==> src/hw/rtl/pfvs_pkg.sv <==
// Package for the page frame victim selector.
// Holds the field widths, item and status codes, and the cell record and command types.
// Depends on nothing; every other file of the block uses it.
`default_nettype none

package pfvs_pkg;

  localparam int unsigned KIND_W  = 2;
  localparam int unsigned FRAME_W = 8;
  localparam int unsigned TAG_W   = 20;
  localparam int unsigned OWNER_W = 8;
  localparam int unsigned STAT_W  = 2;
  localparam int unsigned ADDR_W  = 3;
  localparam int unsigned DATA_W  = 32;

  localparam logic REG_POLICY = 1'b0;

  typedef enum logic [KIND_W-1:0] {
    KIND_VICTIM  = 2'd0,
    KIND_MAP     = 2'd1,
    KIND_ACCESS  = 2'd2,
    KIND_PROTECT = 2'd3
  } kind_e;

  typedef enum logic [STAT_W-1:0] {
    STAT_FREE  = 2'd0,
    STAT_CLEAN = 2'd1,
    STAT_DIRTY = 2'd2,
    STAT_NONE  = 2'd3
  } status_e;

  typedef enum logic [2:0] {
    OP_NONE    = 3'd0,
    OP_MAP     = 3'd1,
    OP_ACCESS  = 3'd2,
    OP_PROTECT = 3'd3,
    OP_EVICT   = 3'd4
  } cell_op_e;

  typedef struct packed {
    logic prot;
    logic mapped;
    logic refd;
    logic dirty;
  } rec_t;

  typedef struct packed {
    logic     shift;
    logic     we;
    cell_op_e op;
    logic     wr_access;
    logic     protect;
  } cell_cmd_t;

  typedef struct packed {
    logic               ready;
    logic               shift;
    logic               clr_ref;
    logic               evict;
    logic               done;
    logic [FRAME_W-1:0] frame;
    status_e            status;
    logic               use_mem;
  } scan_out_t;

endpackage

`default_nettype wire

==> src/hw/rtl/pfvs_cell.sv <==
// One frame cell of the rotating frame ring: protected, mapped, referenced and dirty bits.
// Shifts its record to the neighbour during a scan, otherwise takes addressed updates.
// Depends on pfvs_pkg.
`default_nettype none

module pfvs_cell #(
  parameter int unsigned IDX_W = 8,
  parameter int unsigned IDX   = 0
) (
  input  wire                    clk_i,
  input  wire                    rst_ni,
  input  pfvs_pkg::cell_cmd_t    cmd_i,
  input  wire        [IDX_W-1:0] idx_i,
  input  pfvs_pkg::rec_t         nb_i,
  output pfvs_pkg::rec_t         rec_o
);

  pfvs_pkg::rec_t rec_q, rec_d;
  logic           hit;

  assign hit = cmd_i.we && (idx_i == IDX_W'(IDX));

  always_comb begin
    rec_d = rec_q;
    if (cmd_i.shift) begin
      rec_d = nb_i;
    end else if (hit) begin
      case (cmd_i.op)
        pfvs_pkg::OP_MAP: begin
          rec_d.mapped = 1'b1;
          rec_d.refd   = 1'b1;
          rec_d.dirty  = 1'b0;
        end
        pfvs_pkg::OP_ACCESS: begin
          if (rec_q.mapped) begin
            rec_d.refd  = 1'b1;
            rec_d.dirty = rec_q.dirty | cmd_i.wr_access;
          end
        end
        pfvs_pkg::OP_PROTECT: begin
          rec_d.prot = cmd_i.protect;
        end
        pfvs_pkg::OP_EVICT: begin
          rec_d.mapped = 1'b0;
          rec_d.refd   = 1'b0;
          rec_d.dirty  = 1'b0;
        end
        default: begin
          rec_d = rec_q;
        end
      endcase
    end
  end

  always_ff @(posedge clk_i or negedge rst_ni) begin
    if (!rst_ni) begin
      rec_q <= '0;
    end else begin
      rec_q <= rec_d;
    end
  end

  assign rec_o = rec_q;

endmodule

`default_nettype wire

==> config.mk <==
export PLATFORM = sky130hd
export DESIGN_NAME = pfvs_cell
export DESIGN_NICKNAME = d
export VERILOG_FILES = /design/src/hw/rtl/pfvs_pkg.sv /design/src/hw/rtl/pfvs_cell.sv
export SDC_FILE = /design/constraint.sdc
export NUM_CORES = 1
export LEC_CHECK = 0
export ABC_AREA = 1
export BUFFER_PORTS_ARGS = -buffer_cell sky130_fd_sc_hd__buf_2
export CAP_MARGIN = 20
export CORE_AREA = 4 4 41 43
export DETAILED_ROUTE_END_ITERATION = 6
export DIE_AREA = 0 0 45 47
export GPL_TIMING_DRIVEN = 0
export PLACE_DENSITY_LB_ADDON = 0.15
export SYNTH_ARGS = -nofsm -noshare
export SYNTH_HDL_FRONTEND = slang
export SYNTH_SLANG_ARGS = --single-unit
==> constraint.sdc <==
create_clock -name clk_i -period 1.7 [get_ports clk_i]
set_input_delay 0.17 -clock clk_i [delete_from_list [all_inputs] [get_ports clk_i]]
set_output_delay 0.17 -clock clk_i [all_outputs]
set_load 0.03 [all_outputs]
# Word level (Yosys, flattened, before mapping)

Index checks and enable logic that the tools add are counted.

Add/sub/neg operators: 0
Multiply operators: 0
Divide/modulo/power cells: 0
Magnitude comparators: 0
Equal/unequal tests: 5
Shift operators: 0
Multiplexer cells: 6
Bitwise gates (word level): 1
Reductions and logical operators: 9

Operators with widths:

| kind               | number |
|---|---|
| $logic_not 8->1    | 1 |
| $mux 4             | 2 |
| $eq 3x2->1 const B | 2 |
| $pmux 2 s3         | 1 |
| $reduce_and 2->1   | 2 |
| $reduce_bool 2->1  | 2 |
| $reduce_bool 4->1  | 1 |
| $eq 3x1->1 const B | 1 |
| $eq 3x3->1 const B | 1 |
| $ne 3x3->1 const B | 1 |
| $reduce_and 3->1   | 1 |
| $reduce_bool 3->1  | 1 |
| $mux 2             | 1 |
| $pmux 1 s2         | 1 |
| $logic_and 1x1->1  | 1 |
| $mux 1             | 1 |
| $or 1x1->1         | 1 |

Register bits: 4
Bits in latches: 0
Memory bits (writable): 0
ROM bits: 0
Input bits: 21
Output and inout bits: 4
Memories: 0

# Longest topological paths before layout

Word-level depth: 5
Depth in mapped cells: 8
Mapped depth without buffers: 8

# Least setup slack after synthesis

Ideal clock, no wire load.

Path type: register to register
Start: reg rec_q, in the netlist rec_o[2]
End: reg rec_q, in the netlist rec_o[0]
Library setup time: 118 ps
Arrival time: 905 ps
Required time: 1582 ps
Slack: 677 ps
Cell stages (with the launch flop): 6
Buffers on the path: 0
Cell sequence: dfrtp_1 nor2_1 nor2_2 nand2_2 nand2_1 nand2_1

Longest elaborated chain between the ends: 2

RTL lines:

| what                              | line            | text |
|---|---|---|
| start, declared                   | pfvs_cell.sv:18 | `pfvs_pkg::rec_t rec_q, rec_d;` |
| start signal, assigned            | pfvs_cell.sv:59 | `rec_q <= rec_d;` |
| $ne 3x3->1 (no source line)       | --              |  |
| $reduce_and 3->1 (no source line) | --              |  |

No other way between the ends.
A chain may end at the register's enable or synchronous reset.

# Worst setup path after layout

Start: reg rec_q, in the netlist rec_o[2]
End: out rec_o[2] (netlist name)

RTL lines:

| what          | line            | text |
|---|---|---|
| end, declared | pfvs_cell.sv:15 | `output pfvs_pkg::rec_t rec_o` |

No word-level cell between the ends.

==> reports/results.ini <==
[clocking]
clkSlewWorstSetupHoldPaths_ns=0.03
postCtsSetupRepairBufs=0
cts_tree=built
clockBufferDepth=2
clkLatencyLatePin_ns=0.23
htreeDepth=1
cts-root-buf=clkbuf_4
cts_hold_buffers=1
cts.sinks=4
numCtsBuffers=3
ctsResizeCount=0

[pwr]
power_leakage_nw=0.297
peakVddDrop_mv=0.368
pwr_density_cell_nw_per_um2=690

[synth]
synth_top_area_share_pct=30.0
synth_area_per_cell_um2=5.97
synth_mux_area_share_pct=0
yosysSeqAreaShare_pct=30.0
syn_inst=56
ys_types=12
synthAdderAreaFrac_pct=0
synth_area_leaders=dfrtp_1, nand2_1, nand3_1, nor2_1, nor2_2
synth-simple-area-share_pct=65.2
synth_seq_cells=4
synth_top_family_by_area=simple AND/OR/NAND/NOR gates
synth-xor-area-share_pct=0
yosysTopAreaCell=dfrtp_1
synth_compound_area_share_pct=1.50
synth_area_um2=334
synth_warnings=0
syn_nets=77

[final_layout]
drive_gt1_share_pct=42.9
multi_input_area_um2=223
n_antenna_cell=0
fin_nets=107
seq_area_um2=100
nFillCells=163
syn_to_final_growth_pct=51.3
largest_reg_flops=4

[timing]
fin_ws_ns=0.728
worst_slew_pin_slew_ns=0.168
final-hold-violation-count=0
maxSlewHeadroom_pct=88.7
min_period_ns=0.972
skew_ns=0.00127
fmax_mhz=1030
drv_slew=0
timing.final.crit_share_pct=57.2
tns_ns=0
rsz0062_at_grt=no
setup_viol=0

[worst_setup_path]
cp_data_required_time_ns=1.53
ff2ff_setup_slack_ns=0.84
slowest_stage=dfrtp_1
crit_chain=buf_2
max_stage_delay_ns=0.39
reg2reg_depth=5
crit_buf_inv=1
path_class=register to output pin
worst_setup_path_start_kind=register
r2r-end=rec_o[0]
cp.arrival_ns=0.80
path_delay_family=flip-flops
reg2reg_from=rec_o[2]
end_kind=output pin
worstPathMaxFanout=3

[worst_hold_path]
hp-start=cmd_i[0]
hold_path.class=input port to register
whs_path_depth=5
whs_endpoint=rec_o[3]

[placed_design]
pre_cts_ws_ns=0.625
gp_congestion=0.646
port_buffers=24
hpwl_um=746

[global_routing]
grt_pass1_wl_mm=1.38
grt_pass1_vias=370
antenna_found_initial=0
gr-max-usage-layer=met2
grt_max_degree=8
use_met3_pct=3.45
track_usage_pct=9.04
grt-ovfl-total=0
grtUsageMet1_pct=10.1
met2_usage_pct=14.7

[die]
die_h_um=47
die_w_um=45
core-area_um2=1300
initial_core_util_pct=25.7
dieArea_um2=2120
ios=25
rows=13

[drt]
drt_iter0_markers=5
antenna_left=0
routedWlPerCell_um=8.08
drc=0
wirelength_um=800
detailroute.via_count=402
vias_per_cell=4.06
first_pass_iters=2

[flow_run]
cap_violations=0

[run_status]
status=finished, final reports clean

-- cell usage after synthesis (all sizes together) --
master,instances
nand2,27
nand3,8
inv,3
o21ai,1
and2,1
nor2,11
or2,1
dfrtp,4
-- metal layers --
metal / share of wire, % / vias to the layer above / routed length (um)
li1: - / 231 / -
met1: 44 / 163 / 348
met2: 50 / 8 / 402
met3: 6.0 / 0 / 48
met4: 0 / 0 / 0
met5: 0 / - / 0
-- kinds of logic (layout without fill, tap and decap cells) --
kind of cell | Yosys count | after routing
buf+inv | 3 | 31
simple gates | 48 | 48
flops | 4 | 4
compound gates | 1 | 1
-- layout make-up --
type / count / share of cell area (%)
multi-input combinational: 49 / 44.1
timing repair buffer: 25 / 25.7
clock buffer: 3 / 4.46
sequential: 4 / 19.8
tap: 15 / 3.71
inverter: 3 / 2.23
-- layout by cell type, fill, tap and decap left out --
cell type      netlist  final
and2_1               1      1
buf_2                0     24
clkbuf_4             0      3
dfrtp_1              4      4
dlygate4sd3_1        0      1
inv_1                2      2
inv_2                1      1
nand2_1             24     24
nand2_2              3      3
nand3_1              7      7
nand3_2              1      1
nor2_1               7      7
nor2_2               4      4
o21ai_0              1      1
or2_1                1      1
-- through the flow --
stage               instances  instance area (um2)  total power, mW  hold WS, ns  util, %
floorplan                  56                  334            0.188       -0.126        -
global placement           95                  473            0.237      -0.0209     36.3
detailed placement         95                  473            0.238      -0.0209     36.3
CTS                        99                  505            0.359        0.228     38.8
global route               99                  505            0.382        0.245     38.8
finish                     99                  505            0.349        0.234     38.8
-- worst max-delay path by stage --
| stage | start | to | slack (ns) | depth (start not counted) |
|---|---|---|---|---|
| 2_1_floorplan | rec_o[2] | rec_o[0] | 0.68 | 5 |
| 3_3_place_gp | idx_i[2] | rec_o[1] | 0.63 | 8 |
| 3_5_place_dp | idx_i[2] | rec_o[0] | 0.62 | 8 |
| 4_1_cts | rec_o[2] | rec_o[2] | 0.72 | 1 |
| 5_1_grt | rec_o[2] | rec_o[2] | 0.67 | 1 |
| 6_report | rec_o[2] | rec_o[2] | 0.73 | 1 |
-- where the power goes --
| group | switching, mW | internal, mW |
|---|---|---|
| sequential | 0.00793 | 0.109 |
| clock | 0.0342 | 0.0787 |
| combinational | 0.0724 | 0.0461 |
Power figures use the tool's default switching activity.
