### config.mk
export PLATFORM = sky130hd
export DESIGN_NAME = pfvs_scan
export DESIGN_NICKNAME = d
export VERILOG_FILES = /design/src/hw/rtl/pfvs_pkg.sv /design/src/hw/rtl/pfvs_scan.sv
export SDC_FILE = /design/constraint.sdc
export NUM_CORES = 1
export LEC_CHECK = 0
export BUFFER_PORTS_ARGS = -buffer_cell sky130_fd_sc_hd__buf_4
export CAP_MARGIN = 20
export CORE_MARGIN = 3
export CORE_UTILIZATION = 60
export CTS_CLUSTER_SIZE = 20
export DETAILED_ROUTE_END_ITERATION = 10
export PLACE_DENSITY = 0.89
export SLEW_MARGIN = 20
export SYNTH_ARGS = -nofsm -noshare
export SYNTH_HDL_FRONTEND = slang
export SYNTH_SLANG_ARGS = --single-unit
### constraint.sdc
create_clock -name clk_i -period 3.15 [get_ports clk_i]
set_input_delay 0.315 -clock clk_i [delete_from_list [all_inputs] [get_ports clk_i]]
set_output_delay 0.315 -clock clk_i [all_outputs]
set_load 0.05 [all_outputs]
### src/hw/rtl/pfvs_pkg.sv
// Package for the page frame victim selector.
// Holds the field widths, item and status codes, and the cell record and command types.
// Depends on nothing; every other file of the block uses it.
`default_nettype none

package pfvs_pkg;

  localparam int unsigned KIND_W  = 2;
  localparam int unsigned FRAME_W = 8;
  localparam int unsigned TAG_W   = 20;
  localparam int unsigned OWNER_W = 8;
  localparam int unsigned STAT_W  = 2;
  localparam int unsigned ADDR_W  = 3;
  localparam int unsigned DATA_W  = 32;

  localparam logic REG_POLICY = 1'b0;

  typedef enum logic [KIND_W-1:0] {
    KIND_VICTIM  = 2'd0,
    KIND_MAP     = 2'd1,
    KIND_ACCESS  = 2'd2,
    KIND_PROTECT = 2'd3
  } kind_e;

  typedef enum logic [STAT_W-1:0] {
    STAT_FREE  = 2'd0,
    STAT_CLEAN = 2'd1,
    STAT_DIRTY = 2'd2,
    STAT_NONE  = 2'd3
  } status_e;

  typedef enum logic [2:0] {
    OP_NONE    = 3'd0,
    OP_MAP     = 3'd1,
    OP_ACCESS  = 3'd2,
    OP_PROTECT = 3'd3,
    OP_EVICT   = 3'd4
  } cell_op_e;

  typedef struct packed {
    logic prot;
    logic mapped;
    logic refd;
    logic dirty;
  } rec_t;

  typedef struct packed {
    logic     shift;
    logic     we;
    cell_op_e op;
    logic     wr_access;
    logic     protect;
  } cell_cmd_t;

  typedef struct packed {
    logic               ready;
    logic               shift;
    logic               clr_ref;
    logic               evict;
    logic               done;
    logic [FRAME_W-1:0] frame;
    status_e            status;
    logic               use_mem;
  } scan_out_t;

endpackage

`default_nettype wire

### src/hw/rtl/pfvs_scan.sv
// Victim search sequencer: steps the frame ring past the head cell and keeps the candidates.
// Holds both policy hands and the result of the current victim request.
// Depends on pfvs_pkg.
`default_nettype none

module pfvs_scan #(
  parameter int unsigned FRAME_COUNT = 256,
  localparam int unsigned FW = (FRAME_COUNT > 1) ? $clog2(FRAME_COUNT) : 1
) (
  input  wire                      clk_i,
  input  wire                      rst_ni,
  input  wire                      start_i,
  input  wire                      mode_i,
  input  pfvs_pkg::rec_t           head_i,
  input  wire                      out_free_i,
  output pfvs_pkg::scan_out_t      ctl_o,
  output logic            [FW-1:0] victim_o
);

  localparam logic [2:0] ST_IDLE   = 3'd0;
  localparam logic [2:0] ST_PASS1  = 3'd1;
  localparam logic [2:0] ST_DECIDE = 3'd2;
  localparam logic [2:0] ST_PASS2  = 3'd3;
  localparam logic [2:0] ST_EVICT  = 3'd4;
  localparam logic [2:0] ST_DONE   = 3'd5;

  localparam logic [FW-1:0] LAST = FW'(FRAME_COUNT - 1);

  logic [2:0]    state_q, state_d;
  logic [FW-1:0] t_q, t_d;
  logic [FW-1:0] hand_q, hand_d;
  logic [FW-1:0] fifo_hand_q, fifo_hand_d;
  logic [FW-1:0] clock_hand_q, clock_hand_d;
  logic          mode_q, mode_d;
  logic          clear_all_q, clear_all_d;
  logic [FW-1:0] vic_q, vic_d;

  logic          fr_f_q, fr_f_d;
  logic [FW-1:0] fr_idx_q, fr_idx_d;
  logic          ua_f_q, ua_f_d, ub_f_q, ub_f_d, ra_f_q, ra_f_d, rb_f_q, rb_f_d;
  logic [FW-1:0] ua_idx_q, ua_idx_d, ub_idx_q, ub_idx_d;
  logic [FW-1:0] ra_idx_q, ra_idx_d, rb_idx_q, rb_idx_d;
  logic          ua_dt_q, ua_dt_d, ub_dt_q, ub_dt_d, ra_dt_q, ra_dt_d, rb_dt_q, rb_dt_d;

  logic [pfvs_pkg::FRAME_W-1:0] res_frame_q, res_frame_d;
  pfvs_pkg::status_e            res_stat_q, res_stat_d;
  logic                         res_mem_q, res_mem_d;

  logic          last, after, unprot, unref, free, in_rng, use_r;
  logic [FW-1:0] pick_idx, next_vic;
  logic          pick_dt;

  assign last   = (t_q == LAST);
  assign after  = (t_q >= hand_q);
  assign unprot = !head_i.prot;
  assign unref  = unprot && !head_i.refd;
  assign free   = unprot && !head_i.mapped;
  assign in_rng = (vic_q >= hand_q) ? (after && (t_q < vic_q)) : (after || (t_q < vic_q));
  assign use_r  = mode_q && (ra_f_q || rb_f_q);
  assign next_vic = (vic_q == LAST) ? '0 : vic_q + FW'(1);

  always_comb begin
    if (use_r) begin
      pick_idx = ra_f_q ? ra_idx_q : rb_idx_q;
      pick_dt  = ra_f_q ? ra_dt_q : rb_dt_q;
    end else begin
      pick_idx = ua_f_q ? ua_idx_q : ub_idx_q;
      pick_dt  = ua_f_q ? ua_dt_q : ub_dt_q;
    end
  end

  always_comb begin
    state_d      = state_q;
    t_d          = t_q;
    hand_d       = hand_q;
    fifo_hand_d  = fifo_hand_q;
    clock_hand_d = clock_hand_q;
    mode_d       = mode_q;
    clear_all_d  = clear_all_q;
    vic_d        = vic_q;
    fr_f_d = fr_f_q; fr_idx_d = fr_idx_q;
    ua_f_d = ua_f_q; ua_idx_d = ua_idx_q; ua_dt_d = ua_dt_q;
    ub_f_d = ub_f_q; ub_idx_d = ub_idx_q; ub_dt_d = ub_dt_q;
    ra_f_d = ra_f_q; ra_idx_d = ra_idx_q; ra_dt_d = ra_dt_q;
    rb_f_d = rb_f_q; rb_idx_d = rb_idx_q; rb_dt_d = rb_dt_q;
    res_frame_d = res_frame_q;
    res_stat_d  = res_stat_q;
    res_mem_d   = res_mem_q;
    ctl_o         = '0;
    ctl_o.ready   = (state_q == ST_IDLE);
    ctl_o.frame   = res_frame_q;
    ctl_o.status  = res_stat_q;
    ctl_o.use_mem = res_mem_q;

    unique case (state_q)
      ST_IDLE: begin
        if (start_i) begin
          hand_d = mode_i ? clock_hand_q : fifo_hand_q;
          mode_d = mode_i;
          t_d    = '0;
          fr_f_d = 1'b0;
          ua_f_d = 1'b0;
          ub_f_d = 1'b0;
          ra_f_d = 1'b0;
          rb_f_d = 1'b0;
          state_d = ST_PASS1;
        end
      end
      ST_PASS1: begin
        ctl_o.shift = 1'b1;
        if (free && !fr_f_q) begin
          fr_f_d = 1'b1; fr_idx_d = t_q;
        end
        if (unprot && after && !ua_f_q) begin
          ua_f_d = 1'b1; ua_idx_d = t_q; ua_dt_d = head_i.dirty;
        end
        if (unprot && !after && !ub_f_q) begin
          ub_f_d = 1'b1; ub_idx_d = t_q; ub_dt_d = head_i.dirty;
        end
        if (unref && after && !ra_f_q) begin
          ra_f_d = 1'b1; ra_idx_d = t_q; ra_dt_d = head_i.dirty;
        end
        if (unref && !after && !rb_f_q) begin
          rb_f_d = 1'b1; rb_idx_d = t_q; rb_dt_d = head_i.dirty;
        end
        t_d = last ? '0 : t_q + FW'(1);
        if (last) begin
          state_d = ST_DECIDE;
        end
      end
      ST_DECIDE: begin
        if (fr_f_q) begin
          res_frame_d = pfvs_pkg::FRAME_W'(fr_idx_q);
          res_stat_d  = pfvs_pkg::STAT_FREE;
          res_mem_d   = 1'b0;
          state_d     = ST_DONE;
        end else if (!(ua_f_q || ub_f_q)) begin
          res_frame_d = '0;
          res_stat_d  = pfvs_pkg::STAT_NONE;
          res_mem_d   = 1'b0;
          state_d     = ST_DONE;
        end else begin
          vic_d       = pick_idx;
          res_frame_d = pfvs_pkg::FRAME_W'(pick_idx);
          res_stat_d  = pick_dt ? pfvs_pkg::STAT_DIRTY : pfvs_pkg::STAT_CLEAN;
          res_mem_d   = 1'b1;
          clear_all_d = !use_r;
          state_d     = mode_q ? ST_PASS2 : ST_EVICT;
        end
      end
      ST_PASS2: begin
        ctl_o.shift   = 1'b1;
        ctl_o.clr_ref = unprot && (clear_all_q || in_rng);
        t_d = last ? '0 : t_q + FW'(1);
        if (last) begin
          state_d = ST_EVICT;
        end
      end
      ST_EVICT: begin
        ctl_o.evict = 1'b1;
        if (mode_q) begin
          clock_hand_d = next_vic;
        end else begin
          fifo_hand_d = next_vic;
        end
        state_d = ST_DONE;
      end
      ST_DONE: begin
        ctl_o.done = out_free_i;
        if (out_free_i) begin
          state_d = ST_IDLE;
        end
      end
      default: begin
        state_d = ST_IDLE;
      end
    endcase
  end

  always_ff @(posedge clk_i or negedge rst_ni) begin
    if (!rst_ni) begin
      state_q      <= ST_IDLE;
      t_q          <= '0;
      fifo_hand_q  <= '0;
      clock_hand_q <= '0;
      fr_f_q <= 1'b0;
      ua_f_q <= 1'b0;
      ub_f_q <= 1'b0;
      ra_f_q <= 1'b0;
      rb_f_q <= 1'b0;
    end else begin
      state_q      <= state_d;
      t_q          <= t_d;
      fifo_hand_q  <= fifo_hand_d;
      clock_hand_q <= clock_hand_d;
      fr_f_q <= fr_f_d;
      ua_f_q <= ua_f_d;
      ub_f_q <= ub_f_d;
      ra_f_q <= ra_f_d;
      rb_f_q <= rb_f_d;
    end
  end

  always_ff @(posedge clk_i) begin
    hand_q      <= hand_d;
    mode_q      <= mode_d;
    clear_all_q <= clear_all_d;
    vic_q       <= vic_d;
    fr_idx_q    <= fr_idx_d;
    ua_idx_q <= ua_idx_d; ua_dt_q <= ua_dt_d;
    ub_idx_q <= ub_idx_d; ub_dt_q <= ub_dt_d;
    ra_idx_q <= ra_idx_d; ra_dt_q <= ra_dt_d;
    rb_idx_q <= rb_idx_d; rb_dt_q <= rb_dt_d;
    res_frame_q <= res_frame_d;
    res_stat_q  <= res_stat_d;
    res_mem_q   <= res_mem_d;
  end

  assign victim_o = vic_q;

`ifndef NO_ASSERTIONS
  a_hands_move_on_evict_only: assert property (@(posedge clk_i) disable iff (!rst_ni)
    (state_q != ST_EVICT) |=> ($stable(fifo_hand_q) && $stable(clock_hand_q)))
    else $error("A hand moved outside an eviction.");

  a_lap_complete: assert property (@(posedge clk_i) disable iff (!rst_ni)
    (state_q == ST_IDLE || state_q == ST_DECIDE || state_q == ST_EVICT) |-> (t_q == '0))
    else $error("The ring did not make a whole lap.");

  a_free_skips_eviction: assert property (@(posedge clk_i) disable iff (!rst_ni)
    (state_q == ST_DECIDE && fr_f_q) |=> (state_q == ST_DONE))
    else $error("A free frame led to an eviction.");

  a_fifo_no_clear: assert property (@(posedge clk_i) disable iff (!rst_ni)
    (state_q == ST_DECIDE && !mode_q) |=> (state_q != ST_PASS2))
    else $error("FIFO policy entered the clearing lap.");
`endif

endmodule

`default_nettype wire

Word-level counts from Yosys, hierarchy flattened
Cells that the tools add are included.
{"block": "classes", "add_sub_neg": 2, "n_mul": 0, "div_mod_pow": 0, "magnitude_cmp": 3, "eq_ne": 16, "shifts": 0, "mux": 40, "bitwise": 2, "n_reduce_logical": 48}
{"cell": "$mux W8", "n": 9}
{"cell": "$mux W3", "n": 7}
{"cell": "$ne A2 B2 Y1 const B", "n": 9}
{"cell": "$pmux W3 S6", "n": 1}
{"cell": "$reduce_and A2 Y1", "n": 9}
{"cell": "$reduce_and A3 Y1", "n": 6}
{"cell": "$add A8 B1 Y8 const B", "n": 2}
{"cell": "$eq A8 B8 Y1 const B", "n": 2}
{"cell": "$ge A8 B8 Y1", "n": 2}
{"cell": "$pmux W8 S2", "n": 1}
{"cell": "$mux W1", "n": 15}
{"cell": "$logic_and A1 B1 Y1", "n": 14}
{"cell": "$logic_not A1 Y1", "n": 10}
{"cell": "$pmux W1 S2", "n": 5}
{"cell": "$lt A8 B8 Y1", "n": 1}
{"cell": "$eq A3 B2 Y1 const B", "n": 2}
{"cell": "$eq A3 B3 Y1 const B", "n": 2}
{"cell": "$logic_or A1 B1 Y1", "n": 4}
{"cell": "$mux W2", "n": 2}
{"cell": "$reduce_and A4 Y1", "n": 1}
{"cell": "$reduce_bool A2 Y1", "n": 2}
{"cell": "$eq A3 B1 Y1 const B", "n": 1}
{"cell": "$logic_not A3 Y1", "n": 1}
{"cell": "$not A1 Y1", "n": 2}
{"cell": "$reduce_or A2 Y1", "n": 1}
{"block": "totals", "regBits": 105, "latch_bits": 0, "ram_bits": 0, "mem_bits_ro": 0, "in_bits": 9, "wordCells": 136, "memories": 0}

Longest topological paths before layout
Gate-level depths: netlist (run 1).
{"block": "logic_depth", "depth_word": 6, "mapped_depth": 7}

Worst setup path before layout (run 1)
No wires, ideal clock.
{"block": "synth_path", "kind": "register to register", "start": "register t_q[6]", "end": "register rb_dt_q (enable)", "t_arrival_ps": 2336, "setup_slack_ps": 411, "path_stages_with_launch": 6, "path_buffers": 0, "period_less_slack_ps": 2739, "cell_sequence": "dfrtp_1 -> ha_1 -> a21o_1 -> a221oi_2 -> o21ai_2 -> nor4_1"}
{"block": "synth_via", "elab_chain_cells": 5}
{"element": "start, declared", "line": "pfvs_scan.sv:30", "rtl": "logic [FW-1:0] t_q, t_d;"}
{"element": "start signal, assigned", "line": "pfvs_scan.sv:193", "rtl": "t_q <= t_d;"}
{"element": "$ge A8 B8 Y1", "line": "pfvs_scan.sv:54", "rtl": "assign after = (t_q >= hand_q);"}
{"element": "$logic_not A1 Y1", "line": "pfvs_scan.sv:123", "rtl": "if (unref && !after && !rb_f_q) begin"}
{"element": "$logic_and A1 B1 Y1 (2 in a row)", "line": "pfvs_scan.sv:123"}
{"element": "$reduce_and A2 Y1 (no source line)"}
{"element": "end signal, assigned", "line": "pfvs_scan.sv:213", "rtl": "rb_idx_q <= rb_idx_d; rb_dt_q <= rb_dt_d;"}
{"element": "end, declared", "line": "pfvs_scan.sv:43", "rtl": "logic ua_dt_q, ua_dt_d, ub_dt_q, ub_dt_d, ra_dt_q, ra_dt_d, rb_dt_q, rb_dt_d;"}
No other way between the ends.
A chain may end at the register's enable or synchronous reset.

==> results of run 1 <==
==> power breakdown <==
part	internal, mW	leakage [nW]	switching (mW)
logic	0.592	1.07	0.976
clock network	0.321	0.100	0.526
registers	1.90	1.08	0.316
==> logic make-up (layout without fill, tap and decap cells) <==
logic type / after synthesis / in the layout / synth area share, %
flops: 105 / 105 / 62.6
xor+xnor: 6 / 6 / 1.10
buf+inv: 32 / 79 / 2.75
compound gates: 87 / 87 / 12.3
fa+ha+maj: 26 / 26 / 6.78
mux: 20 / 20 / 4.48
simple gates: 93 / 93 / 10.0
==> per-stage QoR <==
stage | hold slack [ps] | cell area, µm² | instances | total power [mW]
finish | 126 | 5380 | 515 | 4.64
detailed placement | 288 | 5170 | 498 | 3.80
CTS | 114 | 5380 | 515 | 4.65
global route | 129 | 5380 | 515 | 4.89
global placement | 276 | 5170 | 498 | 3.70
floorplan | 19.4 | 4780 | 369 | 3.30
==> critical path: stages, from the launching register on <==
cell and delay [ps]:
dfrtp_1 530, ha_1 360, a21o_1 200, a221oi_2 300
o21ai_2 150, maj3_2 330, o2111a_1 250, buf_4 190
==> layout make-up <==
cell class	instances	area (µm²)
multi-input combinational	232	1660
tap	99	124
fill	491	2110
clock buffer	9	124
sequential	105	2990
clock inverter	7	80.1
timing repair buffer	42	318
inverter	21	78.8
==> sequential cells by signal (all words and copies together) (netlist names), 2 cells and up <==
signal	count
ua_idx_q	8
t_q	8
ra_idx_q	8
hand_q	8
clock_hand_q	8
res_frame_q	8
victim_o	8
fr_idx_q	8
res_stat_q	2
ub_idx_q	8
state_q	3
fifo_hand_q	8
rb_idx_q	8
==> layout by cell type (no fill, tap or decap), types with 11 or more instances in the layout <==
cell type and n:
buf_4 41, nor2b_1 12, dfrtp_1 32, inv_1 20, o21ai_0 20, nand2_1 23, a21oi_1 19, mux2_2 11
nor2_1 22, edfxtp_1 73, a211oi_1 11, ha_1 25
==> worst min path at each step <==
stage          startpoint               to  slack, ps  cells past startpoint
2_1_floorplan      rst_ni  clock_hand_q[0]         20                      0
3_3_place_gp       rst_ni  clock_hand_q[5]        280                      1
3_5_place_dp       rst_ni  clock_hand_q[5]        290                      1
4_1_cts         head_i[0]          rb_dt_q        110                      1
5_1_grt         head_i[0]          ub_dt_q        130                      1
6_report        head_i[0]          rb_dt_q        130                      1
==> routing by layer <==
metal | global-route usage, % | routed length, µm | up-vias
met5 | 0 | 0 | -
met4 | 13.7 | 395 | 0
met3 | 3.31 | 689 | 29
met2 | 37.6 | 4880 | 129
met1 | 33.5 | 4130 | 1571
li1 | - | - | 1458
==> cell usage after synthesis (all sizes together), types with 6 or more instances <==
cell type	instances	area (µm²)
edfxtp	73	2190
dfrtp	32	801
ha	25	313
nand2	23	86.3
nor2	22	82.6
o21ai	22	118
inv	20	75.1
a21oi	19	95.1
nor2b	12	75.1
a211oi	11	82.6
mux2	11	124
a21o	10	75.1
a22o	9	78.8
and3	9	56.3
mux2i	9	90.1
buf	7	37.5
nand2b	6	37.5
==> reports/metrics.yaml, run 1 <==
tightest_slew_ps: 855
cts_tree: "done"
h-tree-depth: 3
wire_per_inst_um: 19.6
cp_data_arrival_time_ps: 2700
port_buffers: 32
fp.coreArea_um2: 7490
ctsHoldBuffers: 1
hold_viol: 0
cp-start-kind: "register"
setup_slack_ps: 133
setup_viol: 0
leakagePower_nw: 2.25
crit_path_start: "t_q[6]"
drt-total-wl_um: 10100
vias: 3187
drt-initial-drc-count: 289
postCtsSetupRepairBufs: 0
ys.flop_type: "edfxtp_1"
syn_to_final_growth_pct: 12.5
ir_worst_vdd_uv: 533
rr_worst_depth: 6
cap_viol_max_count: 0
required_ps: 2830
dr.pass1.iters: 4
hp-class: "primary input to register"
crit_fanout: 11
start_util_pct: 63.9
end_kind: "output port"
avgSynthCellArea_um2: 13.0
numCtsBuffers: 9
yosys_warnings: 0
place_congestion: 0.862
finalCritPeriodShare_pct: 95.8
grt_pass1_vias: 3134
viasPerCell: 6.19
synth-edff-count: 73
path_clk_slew_ps: 110
rows: 31
antenna_found_initial: 0
synth_fp_nets: 403
dieArea_um2: 9080
grt.overflow.total: 0
yosys.cell_types.count: 47
cts_num_sinks: 105
r2r_end: "ra_dt_q"
ys_ff_latch: 105
synth_cells: 369
yosysSeqAreaShare_pct: 62.6
dp_slack_ps: 588
fin_nets: 445
min_period_ps: 3020
fin_tns_setup_ps: 0
rsz0062_at_grt: "no"
r2r_slack_ps: 840
fp.dieH_um: 95.3
grt_usage_pct: 24.4
slew_headroom_pct: 43.0
ys_async_sr_fraction_pct: 30.5
slew_violations: 0
clock_latency_ps: 390
ant_nets: 0
endpoint: "ctl_o[13]"
grt_pass1_wl_um: 16200
die_w_um: 95.3
drive_gt1_share_pct: 18.3
io_pins: 33
fmax_ghz: 0.331
p_per_area_nw_per_um2: 862
cts-resized-gates: 0
final_core_util_pct: 71.9
fin_skew_ps: 12.2
syn_area_um2: 4780
outcome: "completed"
r2r_start: "t_q[6]"
n_antenna_cell: 0
grt_max_degree: 33
ctsLongestPathBuffers: 2
crit_type: "register to output port"
dp_hpwl_um: 7230
root_buffer: "clkbuf_8"
drc: 0
Note: power is estimated with default switching activity, not from simulation.
==> inputs of run 2 (changes only) <==
--- a/config.mk
+++ b/config.mk
@@ -8,10 +8,10 @@
 export BUFFER_PORTS_ARGS = -buffer_cell sky130_fd_sc_hd__buf_4
 export CAP_MARGIN = 20
 export CORE_MARGIN = 3
-export CORE_UTILIZATION = 60
+export CORE_UTILIZATION = 26
 export CTS_CLUSTER_SIZE = 20
 export DETAILED_ROUTE_END_ITERATION = 10
-export PLACE_DENSITY = 0.89
+export PLACE_DENSITY = 0.51
 export SLEW_MARGIN = 20
 export SYNTH_ARGS = -nofsm -noshare
 export SYNTH_HDL_FRONTEND = slang
==> run 2 against run 1 <==
  * Global-route usage down 13 points
  * Combinational power about the same
  * Critical path depth unchanged
  * Worst hold slack better by 44 ps
  * Clock power up 32%
  * Non-clock buffer count down 2
  * Die area up 120%
  * Critical path type unchanged
==> reports/metrics.yaml, run 2 (synthesized netlist as in run 1, its figures left out) <==
outcome: "completed"
die_w_um: 142  # +49%
n_fill_cell: 1784  # +260%
rr_worst_depth: 2  # -4
setup_slack_ps: 243  # +109 ps
max_stage_delay_ps: 500  # -30 ps
cts_tree: "done"
min_from: "head_i[0]"
h-tree-depth: 3  # unchanged
grt_pass1_vias: 3150  # +0.51%
numCtsBuffers: 9  # unchanged
drt-total-wl_um: 11100  # +9.7%
grt_max_degree: 33  # unchanged
hold_path_end: "rb_dt_q"
port_buffers: 32  # unchanged
path_cells: "ha_1, a21o_1, a221oi_2, o21ai_2, maj3_2, o2111a_1, buf_4"
ant_nets: 0  # unchanged
place_congestion: 0.775  # -10%
ctsLongestPathBuffers: 2  # unchanged
postCtsSetupRepairBufs: 0  # unchanged
r2r_end: "victim_o[7]"
wire_per_inst_um: 17.3  # -12%
fp.coreArea_um2: 17700  # +140%
slew_headroom_pct: 38.4  # -4.5 points
setup_viol: 0  # unchanged
ir_worst_vdd_uv: 373  # -30%
cp_data_arrival_time_ps: 2590  # -110 ps
finalCritPeriodShare_pct: 92.3  # -3.5 points
io_pins: 33  # unchanged
drive_gt1_share_pct: 17.6  # -0.64 points
antenna_found_initial: 0  # unchanged
grt.overflow.total: 0  # unchanged
fin_nets: 443  # -0.45%
p_per_area_nw_per_um2: 874  # +1.5%
slowest_stage: "dfrtp_1"
hp-class: "primary input to register"
vias: 2982  # -6.4%
tightest_slew_ps: 923  # +68.0 ps
cp-start-kind: "register"
fin_tns_setup_ps: 0  # unchanged
slew_violations: 0  # unchanged
rows: 48  # +55%
crit_path_start: "t_q[6]"
required_ps: 2830  # about the same
end_kind: "output port"
fmax_ghz: 0.344  # +3.8%
placed_area_um2: 5310  # +2.8%
grt_pass1_wl_um: 17900  # +10%
final_cell_mix: "edfxtp_1 (73), buf_4 (39), dfrtp_1 (32)"
syn_to_final_growth_pct: 17.5
leakagePower_nw: 2.29  # +1.7%
final_common_cell: "edfxtp_1"
viasPerCell: 4.67  # -25%
start_util_pct: 27.1  # -37 points
drt-initial-drc-count: 179  # -38%
crit_type: "register to output port"
clock_latency_ps: 360  # -30 ps
cts_num_sinks: 105  # unchanged
r2r_slack_ps: 830  # about the same
hold_depth: 1  # unchanged
fp.dieH_um: 142  # +49%
power_mw: 4.91  # +5.9%
path_clk_slew_ps: 70  # -40 ps
crit_fanout: 11  # unchanged
rsz0062_at_grt: "no"
stdcell_area_um2: 5620  # +4.4%
hold_viol: 0  # unchanged
min_period_ps: 2910  # -109 ps
drc: 0  # unchanged
grt_usage_pct: 11.9  # -13 points
fin_skew_ps: 12.9  # +0.710 ps
dp_slack_ps: 620  # +31.6 ps
dp_hpwl_um: 7960  # +10%
r2r_start: "ua_f_q"
n_antenna_cell: 0  # unchanged
dr.pass1.iters: 4  # unchanged
cap_viol_max_count: 0  # unchanged
root_buffer: "clkbuf_16"
cts-resized-gates: 0  # unchanged
dieArea_um2: 20100  # +120%
run 2: cell count changes in the layout (fill, tap and decap cells not counted), sizes merged:
cell | previous run | this run
inv | 25 | 21
clkinv | 2 | 5
buf | 41 | 39
bufinv | 0 | 1
clkbuf | 9 | 10
clkinvlp | 1 | 0
run 2: worst max-delay path by stage:
stage,end,slack [ps],depth (start not counted)
5_1_grt,ctl_o[13],40,8
3_5_place_dp,ctl_o[13],620,7
6_report,ctl_o[13],240,7
2_1_floorplan,rb_dt_q,410,5
3_3_place_gp,ctl_o[13],650,7
4_1_cts,ctl_o[13],230,7
run 2: area by class of cell:
| type | count | area [µm²] | area share (%) |
|---|---|---|---|
| clock buffer | 10 | 229 | 4.08 |
| clock inverter | 6 | 68.8 | 1.23 |
| inverter | 21 | 78.8 | 1.40 |
| multi-input combinational | 232 | 1660 | 29.6 |
| sequential | 105 | 2990 | 53.3 |
| tap | 225 | 282 | 5.01 |
| timing repair buffer | 40 | 303 | 5.39 |
run 2: where the power goes:
part | switching, mW | internal, mW | leakage [nW]
sequential | 0.313 | 1.91 | 1.08
combinational | 0.985 | 0.584 | 1.06
clock | 0.499 | 0.622 | 0.148
run 2: metrics by stage:
stage	instances	hold WS, ps	utilization (%)
floorplan	369	19.4	-
global placement	622	287	30.1
detailed placement	622	294	30.1
CTS	639	157	31.8
global route	639	165	31.8
finish	639	170	31.8
run 2: timing repair:
| action | 4_1_cts | 5_1_grt |
|---|---|---|
| hold endpoints to repair | 32 | 0 |
| endpoints found under the setup margin | 0 | 0 |
| hold buffers | 1 | 0 |
run 2: routing by layer:
layer  wire length (µm)  vias to the layer above  global-route usage [%]
li1                   -                     1459                       -
met1               5080                     1438                    15.6
met2               5190                       66                    18.6
met3                446                       19                    2.09
met4                360                        0                    6.46
met5                  0                        -                       0
run 2: critical path: cells and delay by family (launching register included):
kind,cells,cell delay (ps)
compound gates,4,840
flops,1,500
buf+inv,1,190
fa+ha+maj,2,700
